[config.mk]
export PLATFORM = sky130hd
export DESIGN_NAME = rlc_um_rx_reorder_window
export DESIGN_NICKNAME = d
export VERILOG_FILES = /design/src/rtl/core/rlcrw_pkg.sv /design/src/rtl/core/rlcrw_queue.sv /design/src/rtl/core/rlcrw_engine.sv /design/src/rtl/core/rlc_um_rx_reorder_window.sv
export SDC_FILE = /design/constraint.sdc
export NUM_CORES = 2
export LEC_CHECK = 0
export ABC_AREA = 0
export BUFFER_PORTS_ARGS = -buffer_cell sky130_fd_sc_hd__buf_2
export CORE_ASPECT_RATIO = 1.1
export CORE_MARGIN = 2
export CORE_UTILIZATION = 40
export DETAILED_ROUTE_END_ITERATION = 10
export GPL_TIMING_DRIVEN = 0
export PLACE_DENSITY = 0.6
export SLEW_MARGIN = 20
export SYNTH_ARGS = -nofsm -noshare
export SYNTH_HDL_FRONTEND = slang
export SYNTH_SLANG_ARGS = --single-unit
[constraint.sdc]
create_clock -name clk_i -period 7.05 [get_ports clk_i]
set_input_delay 0.705 -clock clk_i [delete_from_list [all_inputs] [get_ports clk_i]]
set_output_delay 0.705 -clock clk_i [all_outputs]
set_load 0.005 [all_outputs]
[src/rtl/core/rlcrw_pkg.sv]
// Package for the receive reordering window: widths, payload structs and codes.
// No dependencies.
package rlcrw_pkg;

  localparam int unsigned WindowDepth = 32;
  localparam int unsigned SeqBits     = 32;
  localparam int unsigned OffW        = $clog2(WindowDepth);
  localparam int unsigned WinW        = 6;
  localparam int unsigned TmoW        = 16;
  localparam int unsigned CfgIdxW     = 2;
  localparam int unsigned CfgDataW    = 16;
  localparam int unsigned QDepth      = 2;

  localparam logic [CfgIdxW-1:0] CfgWindowSize = 2'd0;
  localparam logic [CfgIdxW-1:0] CfgTimeout    = 2'd1;
  localparam logic [CfgIdxW-1:0] CfgFirstBase  = 2'd2;

  typedef enum logic [2:0] {
    KindReleased  = 3'd0,
    KindDuplicate = 3'd1,
    KindTooOld    = 3'd2,
    KindAccepted  = 3'd3,
    KindTick      = 3'd4
  } kind_e;

  typedef struct packed {
    logic              cmd;
    logic [SeqBits-1:0] seq_num;
  } in_item_t;

  typedef struct packed {
    logic [2:0]         kind;
    logic [SeqBits-1:0] out_seq;
    logic               last;
  } out_item_t;

endpackage

[src/rtl/core/rlcrw_queue.sv]
// Two-entry queue of input items between the front and the window engine.
// Depends on rlcrw_pkg.
module rlcrw_queue (
  input  logic               clk_i,
  input  logic               rst_ni,
  input  logic               push_i,
  input  rlcrw_pkg::in_item_t data_i,
  output logic               full_o,
  output logic               empty_o,
  input  logic               pop_i,
  output rlcrw_pkg::in_item_t data_o
);
  import rlcrw_pkg::*;

  in_item_t mem_q [QDepth];
  logic rd_q, rd_d, wr_q, wr_d;
  logic [1:0] cnt_q, cnt_d;

  assign full_o  = (cnt_q == 2'(QDepth));
  assign empty_o = (cnt_q == 2'd0);
  assign data_o  = mem_q[rd_q];

  always_comb begin
    rd_d  = rd_q;
    wr_d  = wr_q;
    cnt_d = cnt_q;
    if (push_i && !full_o) begin
      wr_d  = ~wr_q;
      cnt_d = cnt_d + 2'd1;
    end
    if (pop_i && !empty_o) begin
      rd_d  = ~rd_q;
      cnt_d = cnt_d - 2'd1;
    end
  end

  always_ff @(posedge clk_i or negedge rst_ni) begin
    if (!rst_ni) begin
      rd_q  <= 1'b0;
      wr_q  <= 1'b0;
      cnt_q <= '0;
    end else begin
      rd_q  <= rd_d;
      wr_q  <= wr_d;
      cnt_q <= cnt_d;
    end
  end

  always_ff @(posedge clk_i) begin
    if (push_i && !full_o) begin
      mem_q[wr_q] <= data_i;
    end
  end
endmodule

[src/rtl/core/rlcrw_engine.sv]
// Window engine: classifies one item, scans the bitmap one entry a cycle while
// no release stalls, emits via one-entry output register. Depends on rlcrw_pkg.
module rlcrw_engine (
  input  logic                  clk_i,
  input  logic                  rst_ni,
  input  logic                  cfg_we_i,
  input  logic [rlcrw_pkg::CfgIdxW-1:0]  cfg_idx_i,
  input  logic [rlcrw_pkg::CfgDataW-1:0] cfg_data_i,
  input  logic                  item_valid_i,
  input  rlcrw_pkg::in_item_t   item_i,
  output logic                  item_take_o,
  output logic                  res_valid_o,
  output rlcrw_pkg::out_item_t  res_o,
  input  logic                  res_pop_i
);
  import rlcrw_pkg::*;

  typedef enum logic [5:0] {
    StIdle  = 6'b000001,
    StDecide= 6'b000010,
    StSlide = 6'b000100,
    StMark  = 6'b001000,
    StRun   = 6'b010000,
    StFinish= 6'b100000
  } state_e;

  localparam logic [SeqBits-1:0] SeqTop = '1;

  state_e state_q, state_d;
  logic [WinW-1:0]  win_q, win_d;
  logic [TmoW-1:0]  tmo_q, tmo_d;
  logic             fpb_q, fpb_d;
  logic [WindowDepth-1:0] bm_q, bm_d;
  logic [SeqBits-1:0] base_q, base_d, rn_q, rn_d, hn_q, hn_d, mark_q, mark_d;
  logic             trun_q, trun_d, taken_q, taken_d;
  logic [TmoW-1:0]  tcnt_q, tcnt_d;
  in_item_t         it_q, it_d;
  logic             tick_q, tick_d;
  logic [SeqBits-1:0] cnt_q, cnt_d;   // slide count remaining
  logic             emitted_q, emitted_d;
  logic             ov_q, ov_d;
  out_item_t        ov_data_q, ov_data_d;
  out_item_t        pend_q, pend_d;   // newest release, held until the next one

  logic [SeqBits:0] eff_w;
  logic             can_emit, rel_ok;
  logic [SeqBits-1:0] off_rn, off_tsn, slide_len, step;
  logic             rn_in, tsn_in, rn_bit, tsn_bit;
  logic [SeqBits-1:0] tgt;

  always_comb begin
    if (win_q == '0) eff_w = (SeqBits+1)'(1);
    else if (win_q > WinW'(WindowDepth)) eff_w = (SeqBits+1)'(WindowDepth);
    else eff_w = (SeqBits+1)'(win_q);
  end

  assign off_rn  = rn_q - base_q;
  assign rn_in   = (rn_q >= base_q) && (off_rn < SeqBits'(WindowDepth));
  assign rn_bit  = rn_in && bm_q[off_rn[OffW-1:0]];
  assign off_tsn = it_q.seq_num - base_q;
  assign tsn_in  = (it_q.seq_num >= base_q) && (off_tsn < SeqBits'(WindowDepth));
  assign tsn_bit = tsn_in && bm_q[off_tsn[OffW-1:0]];
  assign tgt     = (mark_q < hn_q) ? mark_q : hn_q;
  assign can_emit = !ov_q || res_pop_i;
  // a release needs the output register only when an older one is pending
  assign rel_ok   = !emitted_q || can_emit;
  assign item_take_o = (state_q == StIdle) && item_valid_i;
  assign res_valid_o = ov_q;
  assign res_o       = ov_data_q;
  // slide: d = min(s, tsn - base), s = tsn+1-old highest
  assign step = it_q.seq_num + SeqBits'(1) - hn_q;
  assign slide_len = (step < off_tsn) ? step : off_tsn;

  always_comb begin
    state_d = state_q; win_d = win_q; tmo_d = tmo_q; fpb_d = fpb_q;
    bm_d = bm_q; base_d = base_q; rn_d = rn_q; hn_d = hn_q; mark_d = mark_q;
    trun_d = trun_q; taken_d = taken_q; tcnt_d = tcnt_q; it_d = it_q;
    tick_d = tick_q; cnt_d = cnt_q; emitted_d = emitted_q;
    ov_d = ov_q; ov_data_d = ov_data_q; pend_d = pend_q;
    if (ov_q && res_pop_i) ov_d = 1'b0;

    if (cfg_we_i) begin
      case (cfg_idx_i)
        CfgWindowSize: win_d = cfg_data_i[WinW-1:0];
        CfgTimeout:    tmo_d = cfg_data_i[TmoW-1:0];
        CfgFirstBase:  fpb_d = cfg_data_i[0];
        default: ;
      endcase
    end

    case (state_q)
      StIdle: begin
        if (item_valid_i) begin
          it_d = item_i;
          emitted_d = 1'b0;
          state_d = StDecide;
        end
      end
      StDecide: begin
        if (it_q.cmd) begin
          // timer tick
          if (!trun_q) begin
            if (can_emit) begin
              ov_d = 1'b1; ov_data_d = '{3'(KindTick), '0, 1'b1};
              state_d = StIdle;
            end
          end else if (tcnt_q > TmoW'(1)) begin
            if (can_emit) begin
              tcnt_d = tcnt_q - TmoW'(1);
              ov_d = 1'b1; ov_data_d = '{3'(KindTick), '0, 1'b1};
              state_d = StIdle;
            end
          end else begin
            trun_d = 1'b0; tcnt_d = '0; tick_d = 1'b1;
            state_d = StRun;
          end
        end else if (it_q.seq_num == SeqTop) begin
          if (can_emit) begin
            ov_d = 1'b1; ov_data_d = '{3'(KindTooOld), it_q.seq_num, 1'b1};
            state_d = StIdle;
          end
        end else if (fpb_q && !taken_q) begin
          bm_d = '0; base_d = it_q.seq_num; rn_d = it_q.seq_num;
          hn_d = it_q.seq_num; mark_d = it_q.seq_num;
          win_d = WinW'(1); taken_d = 1'b1;
        end else if (it_q.seq_num >= rn_q && it_q.seq_num < hn_q && tsn_bit) begin
          if (can_emit) begin
            ov_d = 1'b1; ov_data_d = '{3'(KindDuplicate), it_q.seq_num, 1'b1};
            state_d = StIdle;
          end
        end else if (it_q.seq_num < rn_q) begin
          if (can_emit) begin
            ov_d = 1'b1; ov_data_d = '{3'(KindTooOld), it_q.seq_num, 1'b1};
            state_d = StIdle;
          end
        end else begin
          tick_d = 1'b0;
          state_d = StMark;
          if (it_q.seq_num >= hn_q) begin
            hn_d = it_q.seq_num + SeqBits'(1);
            if ({1'b0, base_q} + eff_w < {1'b0, it_q.seq_num} + (SeqBits+1)'(1)) begin
              cnt_d = (it_q.seq_num >= base_q) ? slide_len : '0;
              state_d = StSlide;
            end
          end
        end
      end
      StSlide: begin
        // shift window one position per cycle, releasing bit 0 (held while a
        // release waits); jump the rest in one step once the bitmap is empty
        if (cnt_q == '0) begin
          if (rn_q < base_q) rn_d = base_q;
          state_d = StMark;
        end else if (bm_q == '0) begin
          base_d = base_q + cnt_q;
          cnt_d = '0;
        end else if (!bm_q[0] || rel_ok) begin
          if (bm_q[0]) begin
            if (emitted_q) begin
              ov_d = 1'b1; ov_data_d = pend_q;
            end
            pend_d = '{3'(KindReleased), base_q, 1'b0};
            emitted_d = 1'b1;
          end
          bm_d = bm_q >> 1;
          base_d = base_q + SeqBits'(1);
          cnt_d = cnt_q - SeqBits'(1);
        end
      end
      StMark: begin
        if (tsn_in) bm_d[off_tsn[OffW-1:0]] = 1'b1;
        state_d = StRun;
      end
      StRun: begin
        // on expiry sweep up to the timer mark first, releasing entries
        // received past the gaps; then release the in-order run
        if (tick_q && rn_q < tgt && !rn_in) begin
          rn_d = tgt;
        end else if (tick_q && rn_q < tgt && !rn_bit) begin
          rn_d = rn_q + SeqBits'(1);
        end else if ((tick_q ? (rn_q < hn_q) : (rn_q != hn_q)) && rn_bit) begin
          if (rel_ok) begin
            if (emitted_q) begin
              ov_d = 1'b1; ov_data_d = pend_q;
            end
            pend_d = '{3'(KindReleased), rn_q, 1'b0};
            emitted_d = 1'b1;
            bm_d[off_rn[OffW-1:0]] = 1'b0;
            rn_d = rn_q + SeqBits'(1);
          end
        end else begin
          state_d = StFinish;
        end
      end
      StFinish: begin
        if (can_emit) begin
          if (!tick_q && trun_q &&
              (mark_q <= rn_q || mark_q < base_q || mark_q > hn_q)) begin
            trun_d = 1'b0;
          end
          if ((tick_q || !trun_d) && hn_q > rn_q) begin
            trun_d = 1'b1; tcnt_d = tmo_q; mark_d = hn_q;
          end
          ov_d = 1'b1;
          if (emitted_q) begin
            // the pending release is the last one; mark it
            ov_data_d = pend_q;
            ov_data_d.last = 1'b1;
          end else begin
            ov_data_d = tick_q ? '{3'(KindTick), '0, 1'b1}
                               : '{3'(KindAccepted), it_q.seq_num, 1'b1};
          end
          state_d = StIdle;
        end
      end
      default: state_d = StIdle;
    endcase
  end

  always_ff @(posedge clk_i or negedge rst_ni) begin
    if (!rst_ni) begin
      state_q <= StIdle; win_q <= WinW'(32); tmo_q <= TmoW'(50); fpb_q <= 1'b0;
      bm_q <= '0; base_q <= '0; rn_q <= '0; hn_q <= '0; mark_q <= '0;
      trun_q <= 1'b0; taken_q <= 1'b0; tcnt_q <= '0; ov_q <= 1'b0;
      emitted_q <= 1'b0; tick_q <= 1'b0;
    end else begin
      state_q <= state_d; win_q <= win_d; tmo_q <= tmo_d; fpb_q <= fpb_d;
      bm_q <= bm_d; base_q <= base_d; rn_q <= rn_d; hn_q <= hn_d; mark_q <= mark_d;
      trun_q <= trun_d; taken_q <= taken_d; tcnt_q <= tcnt_d; ov_q <= ov_d;
      emitted_q <= emitted_d; tick_q <= tick_d;
    end
  end

  always_ff @(posedge clk_i) begin
    it_q <= it_d; cnt_q <= cnt_d; ov_data_q <= ov_data_d; pend_q <= pend_d;
  end
endmodule

[src/rtl/core/rlc_um_rx_reorder_window.sv]
// Top level of the receive reordering window: input queue plus window engine.
// Depends on rlcrw_pkg, rlcrw_queue and rlcrw_engine.
//
// Channel  | direction | handshake  | payload
// input    | in        | push/full  | in_data_i  (cmd, seq_num)
// result   | out       | pop/empty  | out_data_o (kind, out_seq, last)
// config   | in        | cfg_we_i   | cfg_idx_i, cfg_data_i
//
// A dropped item or idle tick is answered in StDecide; an accepted item
// passes StDecide, StMark, StRun and StFinish. The engine also steps once
// per window position slid, per entry scanned on expiry and per entry
// released; a slide over an empty bitmap jumps in one step.
// Reset is asynchronous and active low.
// A result waits in the output register; while it is not taken the engine
// holds at its next transfer; the input queue takes items until it is full.
module rlc_um_rx_reorder_window (
  input  logic                           clk_i,
  input  logic                           rst_ni,
  input  logic                           cfg_we_i,
  input  logic [rlcrw_pkg::CfgIdxW-1:0]  cfg_idx_i,
  input  logic [rlcrw_pkg::CfgDataW-1:0] cfg_data_i,
  input  logic                           push,
  output logic                           full,
  input  rlcrw_pkg::in_item_t            in_data_i,
  output logic                           empty,
  input  logic                           pop,
  output rlcrw_pkg::out_item_t           out_data_o
);
  import rlcrw_pkg::*;

  logic     q_empty, take, res_valid;
  in_item_t q_data;

  // Front: buffer up to two arriving items while the engine scans.
  rlcrw_queue u_queue (
    .clk_i, .rst_ni,
    .push_i (push), .data_i (in_data_i), .full_o (full),
    .empty_o(q_empty), .pop_i (take), .data_o (q_data)
  );

  // Back: classify, slide, release; one result register to the sink.
  rlcrw_engine u_engine (
    .clk_i, .rst_ni,
    .cfg_we_i, .cfg_idx_i, .cfg_data_i,
    .item_valid_i(!q_empty), .item_i(q_data), .item_take_o(take),
    .res_valid_o(res_valid), .res_o(out_data_o), .res_pop_i(pop)
  );

  assign empty = !res_valid;
endmodule

==> metrics <==
status finished clean; Mapped Cells 4092; cell taking the most area after synthesis edfxtp_1; remaining antenna violation count 0; EDFF count, synth 199; H-tree Lvls 2; Die Y-Extent 322 um; routed length per placed instance 27.2 um; HPWL Detailed about 120 mm; number of synthesized register bits 413; GRT Util Overall 0.312; Post-synth ARST share 0.518; most frequent cell after synthesis ha_1; number of port buffers 93; largest net degree at the start of global routing 89; skew final roughly 0.026 ns; critical path required time 7.41 ns; Core Area 0.0910 mm2; ratio of cells with drive above 1 in the final layout 0.102; Ports 94; vias in the first global route 33100; top cells by count, synth 425 x ha_1, 337 x nand2_1, 293 x a21oi_1; initial drt markers 3945; fin crit period between 6 and 7 ns; Worst-Margin Slew 1.28 ns; CTS clk-pin slew, worst paths 0.06 ns; Yosys cell types 91; Final nets about 4800; CTS buffer count 50; initial antenna violation count 4; Synth Warn # 0; Via density 6.25; WP data arrival 7.32 ns; clock latency on the worst-skew pair about 0.65 ns; via count 34400; final wirelength about 150 mm; root buffer cell clkbuf_16; synth top area cells edfxtp_1 16%, ha_1 14%, dfrtp_1 14%, a21oi_1 4.0%, xnor2_1 3.7%; Slew Limit Fails 0; FMAX approximately 140 MHz; first-pass GRT wire length between 200 and 250 mm; Yosys top cell area share 0.163; Post-Syn Area 0.0367 mm2; uppermost layer routed met4; met2 WL post-DR approximately 67 mm; CTS tree yes; CTS sink cnt 413; Initial DRT Pass Iterations 8; worst min path class in2reg; Main synth FF type dfrtp_1; Tcrit/Tclk final 0.987; Layout area overhead 12.4%; DRT met1 WL between 60 and 70 mm; Die ar. approximately 0.094 mm2; DRC Markers 0; WS Path Type reg2reg; Die W 293 um; syn_area_per_cell 8.97 um2; Starting Density 0.403; routability cong. 1.01; Final setup viols 0; CTS Buffer Depth 3; row cnt 116; Net Count, Synth 4578; hold slack 0.237 ns; # Max-Cap Violations 0; Critical Path Fanout Max 10; Max-slew headroom 0.145; Routed met3 length 11.2 mm; sequential share of the synthesized area 0.309; GRT Residual Overflow 0; Final Hold Fails 0; CP Launch Type register; Crit. End Element register
## flip-flops by register name (all words and copies together) (netlist names), 16 cells and up
register / count
u_queue.mem_q: 66
u_engine.tcnt_q: 16
u_engine.rn_q: 32
u_engine.tmo_q: 16
u_engine.pend_q: 32
u_engine.base_q: 32
u_engine.mark_q: 32
u_engine.hn_q: 32
u_engine.cnt_q: 32
u_engine.it_q: 33
u_engine.res_o: 36
u_engine.bm_q: 32
## per-layer routing
layer  vias to the layer above  global-route usage
li1                      15700                   -
met1                     16700               0.410
met2                      1572               0.500
met3                       330              0.0373
met4                         0               0.171
met5                         -                   0
## final timing paths
check,start,slack [ns],endpoint,depth (start not counted)
worst max-delay path,u_engine.it_q[0]$_DFFE_PP_,0.09,u_engine.cnt_q[1]$_DFFE_PP_,25
worst min-delay path,in_data_i[21],0.24,u_queue.mem_q[0][21]$_DFFE_PP_,1
worst max register to register,u_engine.it_q[0]$_DFFE_PP_,0.09,u_engine.cnt_q[1]$_DFFE_PP_,25
worst min register to register,u_queue.cnt_q[0]$_DFF_PN0_,0.48,u_queue.cnt_q[1]$_DFF_PN0_,1
max in group asynchronous,rst_ni,5.57,u_engine.tmo_q[5]$_DFFE_PN1P_,3
min in group asynchronous,rst_ni,0.57,u_engine.rn_q[11]$_DFFE_PN0P_,2
## final cells by class
type / count / area, um2
Antenna cell: 1 / 2.50
Buffer: 198 / 872
Clock buffer: 67 / 1440
Clock inverter: 27 / 358
Fill cell: 8941 / 49800
Inverter: 214 / 803
Multi-Input combinational cell: 3267 / 24100
Sequential cell: 413 / 11300
Tap cell: 1180 / 1480
Timing Repair Buffer: 129 / 861
## metrics by stage
stage               utilization  std cells  TNS [ns]  setup slack [ns]  cell area, um2
floorplan                     -       4092         0             0.692           36700
global placement          0.425       5365   -201.46             -2.74           38600
detailed placement        0.427       5376   -104.43             -2.70           38900
CTS                       0.450       5481         0           0.00494           41000
global route              0.453       5495    -0.443           -0.0438           41200
finish                    0.453       5496         0            0.0948           41200
## cell families (layout without fill, tap and decap cells)
kind of cell / Yosys count / in the layout / synth area share
compound gates: 1118 / 1118 / 0.206
xor+xnor: 231 / 231 / 0.0551
fa+ha+maj: 430 / 430 / 0.148
buf+inv: 412 / 635 / 0.0438
flops: 413 / 413 / 0.309
mux: 208 / 208 / 0.0644
other cells: 0 / 1 / 0
simple gates: 1280 / 1280 / 0.174
## cell usage in the layout (no fill, tap or decap), types with 69 or more instances in the layout
cell,n
clkbuf_1,158
a21o_1,128
xor2_1,69
a21oi_1,291
inv_1,214
o21ai_0,204
nand4_1,104
edfxtp_1,199
nand3_1,101
xnor2_1,156
mux2i_1,129
nor3_1,111
nand2_1,337
nor2_1,253
dfrtp_1,209
buf_2,104
ha_1,424
## critical path: stages, from the launching register on
cell      delay [ns]
edfxtp_1        0.52
ha_2            0.28
nand3_2         0.19
or2_2           0.34
clkbuf_1        0.18
xnor2_1         0.30
ha_1            0.34
or2_2           0.29
a21oi_1         0.15
a21oi_1         0.10
a31oi_2         0.54
o21bai_1        0.12
a21oi_1         0.24
o21bai_1        0.10
a21oi_1         0.18
xnor2_1         0.27
ha_1            0.27
nor3_1          0.08
and3_1          0.16
o21a_1          0.15
o41ai_2         0.54
a21oi_2         0.16
o31ai_4         0.41
clkbuf_8        0.33
mux2i_4         0.31
o22ai_1         0.10
## timing repair
item	in CTS	in global routing
gates resized for setup	52	38
setup buffers	10	14
pin swaps	3	5
hold endpoints to repair	46	0
setup endpoints to repair	97	141
hold buffers	1	0
Power is left out: the tool's default activity adds up to more than one toggle a clock period on the data nets, which glitch-free logic cannot reach.
